<file path="src/design/sts_pkg.sv">
package sts_pkg;

   // payload widths fixed by the item format
   localparam int SUM_W = 64;
   localparam int VAL_W = 32;

   // request kinds
   localparam logic REQ_SET = 1'b0;
   localparam logic REQ_SUM = 1'b1;

   typedef enum logic [7:0] {
      ST_CLEAR     = 8'b0000_0001,
      ST_IDLE      = 8'b0000_0010,
      ST_SET_DOWN  = 8'b0000_0100,
      ST_SET_UP    = 8'b0000_1000,
      ST_SUM_TOP   = 8'b0001_0000,
      ST_SUM_LEFT  = 8'b0010_0000,
      ST_SUM_RIGHT = 8'b0100_0000,
      ST_SUM_DONE  = 8'b1000_0000
   } walk_state_type;

endpackage

</file>
<file path="src/design/sts_walker.sv">
module sts_walker #(
   parameter int MAX_POSITIONS = 1024,
   localparam int POS_W = $clog2(MAX_POSITIONS + 1),
   localparam int NODE_DEPTH = 4 * MAX_POSITIONS,
   localparam int NODE_W = $clog2(NODE_DEPTH)
) (
   input  logic                             clock,
   input  logic                             reset,
   input  logic                             start,
   output logic                             busy,
   input  logic                             req_type,
   input  logic [POS_W-1:0]                 req_position,
   input  logic signed [sts_pkg::VAL_W-1:0] req_new_value,
   input  logic [POS_W-1:0]                 req_range_low,
   input  logic [POS_W-1:0]                 req_range_high,
   input  logic [POS_W-1:0]                 eff_size,
   output logic                             rsp_valid,
   output logic signed [sts_pkg::SUM_W-1:0] rsp_range_sum,
   output logic                             mem_wr_en,
   output logic [NODE_W-1:0]                mem_wr_addr,
   output logic [sts_pkg::SUM_W-1:0]        mem_wr_data,
   output logic                             mem_rd_en,
   output logic [NODE_W-1:0]                mem_rd_addr,
   input  logic [sts_pkg::SUM_W-1:0]        mem_rd_data
);
   import sts_pkg::*;

   localparam logic [NODE_W-1:0] LAST_NODE = NODE_W'(NODE_DEPTH - 1);
   localparam logic [NODE_W-1:0] ROOT      = NODE_W'(1);
   localparam logic [POS_W-1:0]  FIRST_POS = POS_W'(1);

   walk_state_type   state_ff, state_in;
   logic [NODE_W-1:0] clr_ff, clr_in;
   logic [NODE_W-1:0] k_ff, k_in;
   logic [POS_W-1:0]  lo_ff, lo_in, hi_ff, hi_in;
   logic [POS_W-1:0]  a_ff, a_in, b_ff, b_in;
   logic [POS_W-1:0]  pos_ff, pos_in;
   logic [NODE_W-1:0] rk_ff, rk_in;
   logic [POS_W-1:0]  rlo_ff, rlo_in, rhi_ff, rhi_in;
   logic [SUM_W-1:0]  carry_ff, carry_in;
   logic [SUM_W-1:0]  acc_ff, acc_in;
   logic              rd_pend_ff, rd_pend_in;
   logic              rsp_valid_ff, rsp_valid_in;
   logic [SUM_W-1:0]  rsp_sum_ff, rsp_sum_in;

   logic [POS_W:0]    mid_sum;
   logic [POS_W-1:0]  mid;
   logic [NODE_W-1:0] k_left, k_right, k_parent, k_sib, parent_sib;
   logic [POS_W-1:0]  a_clip, b_clip;
   logic [SUM_W-1:0]  up_sum;

   always_comb begin
      mid_sum    = {1'b0, lo_ff} + {1'b0, hi_ff};
      mid        = mid_sum[POS_W:1];
      k_left     = {k_ff[NODE_W-2:0], 1'b0};
      k_right    = {k_ff[NODE_W-2:0], 1'b1};
      k_parent   = {1'b0, k_ff[NODE_W-1:1]};
      k_sib      = {k_ff[NODE_W-1:1], ~k_ff[0]};
      parent_sib = {k_parent[NODE_W-1:1], ~k_parent[0]};
      a_clip     = (req_range_low == '0) ? FIRST_POS : req_range_low;
      b_clip     = (req_range_high > eff_size) ? eff_size : req_range_high;
      up_sum     = carry_ff + mem_rd_data;
   end

   always_comb begin
      state_in     = state_ff;
      clr_in       = clr_ff;
      k_in         = k_ff;
      lo_in        = lo_ff;
      hi_in        = hi_ff;
      a_in         = a_ff;
      b_in         = b_ff;
      pos_in       = pos_ff;
      rk_in        = rk_ff;
      rlo_in       = rlo_ff;
      rhi_in       = rhi_ff;
      carry_in     = carry_ff;
      acc_in       = acc_ff + (rd_pend_ff ? mem_rd_data : '0);
      rd_pend_in   = 1'b0;
      rsp_valid_in = 1'b0;
      rsp_sum_in   = rsp_sum_ff;
      mem_wr_en    = 1'b0;
      mem_wr_addr  = k_ff;
      mem_wr_data  = carry_ff;
      mem_rd_en    = 1'b0;
      mem_rd_addr  = k_ff;

      case (state_ff)
         ST_CLEAR: begin
            mem_wr_en   = 1'b1;
            mem_wr_addr = clr_ff;
            mem_wr_data = '0;
            clr_in      = clr_ff + NODE_W'(1);
            if (clr_ff == LAST_NODE) begin
               state_in = ST_IDLE;
            end
         end
         ST_IDLE: begin
            if (start) begin
               k_in   = ROOT;
               lo_in  = FIRST_POS;
               hi_in  = eff_size;
               acc_in = '0;
               if (req_type == REQ_SET) begin
                  pos_in   = req_position;
                  carry_in = {{(SUM_W - VAL_W){req_new_value[VAL_W-1]}}, req_new_value};
                  if (req_position != '0 && req_position <= eff_size) begin
                     state_in = ST_SET_DOWN;
                  end
               end else begin
                  a_in = a_clip;
                  b_in = b_clip;
                  if (a_clip > b_clip) begin
                     state_in = ST_SUM_DONE;
                  end else begin
                     state_in = ST_SUM_TOP;
                  end
               end
            end
         end
         ST_SET_DOWN: begin
            if (lo_ff == hi_ff) begin
               // leaf: store the value, fetch the sibling for the climb
               mem_wr_en   = 1'b1;
               mem_wr_addr = k_ff;
               mem_wr_data = carry_ff;
               if (k_ff == ROOT) begin
                  state_in = ST_IDLE;
               end else begin
                  mem_rd_en   = 1'b1;
                  mem_rd_addr = k_sib;
                  state_in    = ST_SET_UP;
               end
            end else if (pos_ff <= mid) begin
               k_in  = k_left;
               hi_in = mid;
            end else begin
               k_in  = k_right;
               lo_in = mid + FIRST_POS;
            end
         end
         ST_SET_UP: begin
            mem_wr_en   = 1'b1;
            mem_wr_addr = k_parent;
            mem_wr_data = up_sum;
            carry_in    = up_sum;
            k_in        = k_parent;
            if (k_parent == ROOT) begin
               state_in = ST_IDLE;
            end else begin
               mem_rd_en   = 1'b1;
               mem_rd_addr = parent_sib;
            end
         end
         ST_SUM_TOP: begin
            if (a_ff <= lo_ff && hi_ff <= b_ff) begin
               mem_rd_en   = 1'b1;
               mem_rd_addr = k_ff;
               rd_pend_in  = 1'b1;
               state_in    = ST_SUM_DONE;
            end else if (b_ff <= mid) begin
               k_in  = k_left;
               hi_in = mid;
            end else if (a_ff > mid) begin
               k_in  = k_right;
               lo_in = mid + FIRST_POS;
            end else begin
               // split node: walk the left edge now, keep the right child
               rk_in    = k_right;
               rlo_in   = mid + FIRST_POS;
               rhi_in   = hi_ff;
               k_in     = k_left;
               hi_in    = mid;
               state_in = ST_SUM_LEFT;
            end
         end
         ST_SUM_LEFT: begin
            if (a_ff <= lo_ff) begin
               mem_rd_en   = 1'b1;
               mem_rd_addr = k_ff;
               rd_pend_in  = 1'b1;
               k_in        = rk_ff;
               lo_in       = rlo_ff;
               hi_in       = rhi_ff;
               state_in    = ST_SUM_RIGHT;
            end else if (a_ff <= mid) begin
               mem_rd_en   = 1'b1;
               mem_rd_addr = k_right;
               rd_pend_in  = 1'b1;
               k_in        = k_left;
               hi_in       = mid;
            end else begin
               k_in  = k_right;
               lo_in = mid + FIRST_POS;
            end
         end
         ST_SUM_RIGHT: begin
            if (hi_ff <= b_ff) begin
               mem_rd_en   = 1'b1;
               mem_rd_addr = k_ff;
               rd_pend_in  = 1'b1;
               state_in    = ST_SUM_DONE;
            end else if (b_ff > mid) begin
               mem_rd_en   = 1'b1;
               mem_rd_addr = k_left;
               rd_pend_in  = 1'b1;
               k_in        = k_right;
               lo_in       = mid + FIRST_POS;
            end else begin
               k_in  = k_left;
               hi_in = mid;
            end
         end
         ST_SUM_DONE: begin
            rsp_valid_in = 1'b1;
            rsp_sum_in   = acc_in;
            state_in     = ST_IDLE;
         end
         default: begin
            state_in = ST_IDLE;
         end
      endcase
   end

   always_ff @(posedge clock) begin
      if (reset) begin
         state_ff     <= ST_CLEAR;
         clr_ff       <= '0;
         rd_pend_ff   <= 1'b0;
         rsp_valid_ff <= 1'b0;
      end else begin
         state_ff     <= state_in;
         clr_ff       <= clr_in;
         rd_pend_ff   <= rd_pend_in;
         rsp_valid_ff <= rsp_valid_in;
      end
   end

   always_ff @(posedge clock) begin
      k_ff       <= k_in;
      lo_ff      <= lo_in;
      hi_ff      <= hi_in;
      a_ff       <= a_in;
      b_ff       <= b_in;
      pos_ff     <= pos_in;
      rk_ff      <= rk_in;
      rlo_ff     <= rlo_in;
      rhi_ff     <= rhi_in;
      carry_ff   <= carry_in;
      acc_ff     <= acc_in;
      rsp_sum_ff <= rsp_sum_in;
   end

   assign busy          = (state_ff != ST_IDLE);
   assign rsp_valid     = rsp_valid_ff;
   assign rsp_range_sum = rsp_sum_ff;

   // a result beat follows only the closing step of a sum walk
   a_rsp_after_done: assert property (@(posedge clock) disable iff (reset)
      rsp_valid_ff |-> $past(state_ff == ST_SUM_DONE))
      else $error("result beat without a finished sum walk");

   // read data is only folded in when a read went out the cycle before
   a_pend_has_read: assert property (@(posedge clock) disable iff (reset)
      rd_pend_ff |-> $past(mem_rd_en))
      else $error("accumulate without a read");

   // the climb never sits on the root
   a_climb_not_root: assert property (@(posedge clock) disable iff (reset)
      (state_ff == ST_SET_UP) |-> (k_ff != ROOT))
      else $error("climb reached past the root");

   // an idle walker leaves the node store alone
   a_idle_no_write: assert property (@(posedge clock) disable iff (reset)
      (state_ff == ST_IDLE) |-> !mem_wr_en)
      else $error("node write while idle");

endmodule

</file>
<file path="config.mk">
export PLATFORM = sky130hd
export DESIGN_NAME = sts_walker
export DESIGN_NICKNAME = d
export VERILOG_FILES = /design/src/design/sts_pkg.sv /design/src/design/sts_walker.sv
export SDC_FILE = /design/constraint.sdc
export NUM_CORES = 1
export LEC_CHECK = 0
export BUFFER_PORTS_ARGS = -buffer_cell sky130_fd_sc_hd__buf_2
export CAP_MARGIN = 20
export CORE_UTILIZATION = 55
export DETAILED_ROUTE_END_ITERATION = 6
export PLACE_DENSITY_LB_ADDON = 0.1
export RECOVER_POWER = 100
export SETUP_SLACK_MARGIN = 0.05
export SKIP_LAST_GASP = 1
export SLEW_MARGIN = 20
export SYNTH_ARGS = -nofsm -noshare
export SYNTH_HDL_FRONTEND = slang
export SYNTH_SLANG_ARGS = --single-unit
</file>
<file path="constraint.sdc">
create_clock -name clock -period 11.1 [get_ports clock]
set_clock_uncertainty 0.2 [all_clocks]
set_input_delay 1.11 -clock clock [delete_from_list [all_inputs] [get_ports clock]]
set_output_delay 1.11 -clock clock [all_outputs]
set_load 0.05 [all_outputs]
</file>
# After elaboration in Yosys (flattened, before gate mapping)
# Index checks and enable logic that the tools add are counted.
[totals]
register_bits = 314
latchBits = 0
mem_bits_rw = 0
mem_bits_ro = 0
inputBits = 144
mem_count = 0
[classes]
n_addsub = 5
n_mul = 0
n_div = 0
order_cmp = 10
eq_ne = 35
n_shift = 0
mux = 78
bitwise_logic = 6
n_reduce_logical = 16
[ops]
columns = ["operator", "count"]
rows = [
  ["two-way mux 64 bit", 5],
  ["one-hot mux 64 bit (2 select lines)", 2],
  ["two-way mux 11 bit", 22],
  ["adder 64 bit", 2],
  ["two-way mux 12 bit", 10],
  ["one-hot mux 11 bit (5 select lines)", 2],
  ["two-way mux 8 bit", 12],
  ["one-hot mux 12 bit (6 select lines)", 1],
  ["less-or-equal comparator 11 bit", 6],
  ["one-hot mux 8 bit (7 select lines)", 1],
  ["one-hot mux 12 bit (4 select lines)", 1],
  ["greater-than comparator 11 bit", 4],
  ["inequality test 2 bit (second input constant)", 16],
  ["one-hot mux 12 bit (2 select lines)", 1],
  ["inequality test 3 bit (second input constant)", 6],
  ["AND reduction 9 bit", 2],
  ["two-way mux 1 bit", 17],
  ["adder 11 x 11 -> 12 bit", 1],
  ["adder 12 x 1 -> 12 bit (second input constant)", 1],
  ["equality test 12 x 1 -> 1 bit (second input constant)", 1],
  ["equality test 12 bit (second input constant)", 1],
  ["adder 11 x 1 -> 11 bit (second input constant)", 1],
  ["equality test 11 x 1 -> 1 bit (second input constant)", 1],
  ["equality test 11 bit", 1],
  ["25 further kinds", 33],
]

# Longest topological paths before layout
[depth]
depth_word = 7
mapped_depth = 24
ltp_nobuf = 23

# Worst setup path after synthesis
# Ideal clock, no wire load.
[synth_timing]
path_kind = "register -> register"
start = "register state_ff[3]"
end = "register rsp_sum_ff[0] (netlist: rsp_range_sum[0]) (enable)"
setup_time_ns = 0.579
t_arrival_ns = 5.926
t_required_ns = 10.321
setup_slack_ns = 4.394
stages_incl_launch_ff = 4
n_path_buf = 0
period_less_slack_ns = 6.706
path_cell_list = "dfxtp_1 or4_1 or3_1 nor3b_1"
[synth_via]
elab_chain_len = 1
[synth_rtl]
columns = ["element", "line_no", "source"]
rows = [
  ["from (decl)", "sts_walker.sv:32", "walk_state_type state_ff, state_in;"],
  ["from (signal assigned)", "sts_walker.sv:232", "state_ff <= state_in;"],
  ["equality test 8 bit", "sts_walker.sv:88", "case (state_ff)"],
  ["to (signal assigned)", "sts_walker.sv:251", "rsp_sum_ff <= rsp_sum_in;"],
  ["to (decl)", "sts_walker.sv:44", "logic [SUM_W-1:0] rsp_sum_ff, rsp_sum_in;"],
]
# Every way passes these cells.
# A chain may end at the register's enable or synchronous reset.

# Worst setup path after layout
[layout_timing]
start = "register state_ff[6]"
end = "output mem_wr_data[61] in the netlist's numbering"
[layout_via]
elab_chain_len = 2
elab_cells_between_ends = 3
[layout_rtl]
columns = ["element", "line_no", "source"]
rows = [
  ["equality test 8 x 4 -> 1 bit or equality test 8 x 1 -> 1 bit (tied branches)", "sts_walker.sv:88", ""],
  ["one-hot mux 64 bit (2 select lines) *", "sts_walker.sv:88", ""],
  ["to (decl)", "sts_walker.sv:21", "output logic [sts_pkg::SUM_W-1:0] mem_wr_data,"],
]
# Mark *: on every way between the ends. The rest lies on a longest branch, timed or not.

==> out/qor.csv <==
metric;value;unit
final hold viol count;0;
RR Startpoint;rd_pend_ff;
Seq/Total Area, Yosys;0.374;
Hold Startpoint;hi_ff[3];
CP required;9790;ps
final net count;3097;
Sink Count;314;
adder-cell area share of the yosys netlist;0.125;
Root Driver;clkbuf_16;
vias in the first global route;19600;
largest net degree at the start of global routing;81;
CP Capture Type;primary output;
hold depth;0;
die area;42500;um2
Yosys reg bits;314;
iteration count of the initial detailed-routing pass;7;
Syn Std Cell Area;22900;um2
XOR/XNOR share of the synthesized area;0.0580;
simple-gate share of the synthesized area;0.183;
Synth cell types;89;
Wirelength per Cell;21.3;um
worst-margin pin slew;4240;ps
Post-Place Cells;3220;
n_diodes;0;
CTS clk-pin slew, worst paths;60;ps
1st-iter DRT viols;1557;
CTS Buffer Depth;3;
RSZ-0062 raised after global routing;false;
CTS H-tree depth;2;
Post-synth EDFFs;228;
IO Port Bufs;299;
Post-CTS Resized;0;
Die X;206;um
CP max FO;41;
compound-cell area share of the yosys netlist;0.212;
Worst Slack Setup Final;2950;ps
relative slew slack;-1.82;
Setup crit start kind;flip-flop;
worst reg-to-reg setup slack;3590;ps
peak supply drop;0.108;mV
Detail Placement HPWL;53700;um
area delta synth->final;11.8;%
drt total wl;70000;um
GRT Residual Overflow;0;
WHS Endpoint;rhi_ff[3];
Slew Limit Fails;360;
remaining antenna violation count after routing;0;
final worst path period need;8150;ps
count of hold buffers inserted by post-cts repair;0;
initial antenna violation count;0;
HP Class;flip-flop to flip-flop;
setup slack at placement;4710;ps
worst hold slack;311;ps
r2r endpoint;acc_ff[59];
I/O pin total;300;
failing checks;DRC, capacitance limit, slew limit;
worst skew pair latency;580;ps
# DRC;34;
Max Cap Viol;8;
Std-Cell Core Area;41000;um2
die height;206;um
Setup-failing EPs final;0;
f_max;123;MHz
vias per cell;6.20;
Leak;11.2;nW
Pwr Total;3.64;mW
first-pass GRT wire length;108000;um
Layout Cells excl Fill;3288;
mux share of post-synthesis cell area;0.0142;
combinational family with the most area after synthesis;compound AO/OA/AOI/OAI gates;
CTS tree;built;
via count;20400;
final worst path period share;0.734;
Cell Rows;74;
Initial Utilization;0.559;
outcome;finished, violations left;
share of cells above drive strength 1;0.0820;
synth warn;0;
synthesized netlist cell count;2493;
reg2reg path depth;13;
gpl congestion;1.01;
power per cell area;142;nW/um2
setup TNS;0;ps
predominant post-synthesis flop cell;edfxtp_1;
Mapped Avg Cell Area;9.20;um2
GR Util All Layers;0.327;
Async SR Flop Fraction;0;
Crit Path Category;flip-flop to primary output;
Arrival @ worst endpoint;6840;ps
syn_nets;2863;
Num CTS Buffers;37;
postcts setup bufs;0;
flip-flops by register name (all words and copies together), names as in the netlist:
signal,cells
acc_ff,64
carry_ff,64
rsp_range_sum,64
clr_ff,12
k_ff,12
a_ff,11
b_ff,11
hi_ff,11
lo_ff,11
pos_ff,11
rhi_ff,11
rk_ff,11
rlo_ff,11
state_ff,8
rd_pend_ff,1
rsp_valid,1
through the flow:
stage | area, um2 | utilization
after global routing | 25700 | 0.625
final | 25700 | 0.625
after global placement | 24800 | 0.605
after detailed placement | 24800 | 0.605
after floorplan | 22900 | -
after CTS | 26000 | 0.635
cell type report:
type | count | area, um2
flip-flops and latches | 314 | 8570
clock inverters | 22 | 230
clock buffers | 46 | 1000
well taps | 532 | 666
multi-input cells | 1971 | 13500
fillers | 3632 | 15400
inverters | 85 | 319
repair buffers | 318 | 1370
layout by cell type, fill, tap and decap left out, drive strengths merged, types with 13 or more instances in the layout:
master  count
a211oi     19
a21o      119
a21oi     171
a221o      32
a22o       20
a31oi      26
and2      137
and3       15
buf       129
clkbuf    235
clkinv     14
dfxtp      86
edfxtp    228
ha        223
inv        87
mux2       13
mux2i      18
nand2     371
nand2b     16
nand3      35
nand4      55
nor2      122
nor2b      17
nor3       39
nor4       16
o211ai     13
o21a       34
o21ai     111
o21bai     35
xnor2      86
xor2       60
power by group:
| group | internal [mW] | switching (mW) | total [mW] | leakage, nW |
|---|---|---|---|---|
| registers | 1.33 | 0.0359 | 1.36 | 2.77 |
| clock network | 0.719 | 0.531 | 1.25 | 0.596 |
| logic | 0.310 | 0.719 | 1.03 | 7.88 |
| total | 2.35 | 1.29 | 3.64 | 11.2 |
critical path, cell delays in order, from the launching register on:
cell	delay, ps
dfxtp_1	470
or4_1	180
or3_1	130
nor3b_1	50
clkbuf_1	440
nor2_1	2370
clkbuf_1	1580
and2_1	280
a211o_1	120
clkbuf_1	620
per-layer routing:
layer	vias to the layer above	global-route usage	wire length (um)
li1	9633	-	-
met1	9759	0.442	30500
met2	858	0.522	31600
met3	126	0.0577	5520
met4	0	0.120	2420
met5	-	0	0
Yosys cell counts (all sizes together) (60+ instances only):
library cell	n	area share
nand2	371	0.061
edfxtp	228	0.30
ha	223	0.12
a21oi	171	0.039
and2	137	0.037
nor2	122	0.020
a21o	119	0.039
o21ai	111	0.024
clkbuf	107	0.018
dfxtp	86	0.075
xnor2	86	0.033
inv	85	0.014
xor2	60	0.023
kinds of logic after synthesis:
kind of cell,after synthesis
adders and majority gates,227
and+or+nand+nor,872
buffers and inverters,208
DFF,314
muxes,31
AOI/OAI and AO/OA,693
xor gates and xnor gates,148
how the worst max path moves through the flow:
| stage | startpoint | endpoint | slack (ps) | cells after the start |
|---|---|---|---|---|
| 6_report | state_ff[6] | mem_wr_data[61] | 2950 | 9 |
| 5_1_grt | state_ff[6] | mem_wr_data[61] | 2520 | 9 |
| 4_1_cts | hi_ff[0] | mem_rd_addr[6] | 4070 | 19 |
| 3_5_place_dp | hi_ff[0] | mem_rd_addr[7] | 4710 | 20 |
| 3_3_place_gp | lo_ff[0] | mem_rd_addr[6] | 4790 | 19 |
| 2_1_floorplan | state_ff[3] | rsp_range_sum[0] | 4390 | 3 |
(Power assumes the default switching activity.)
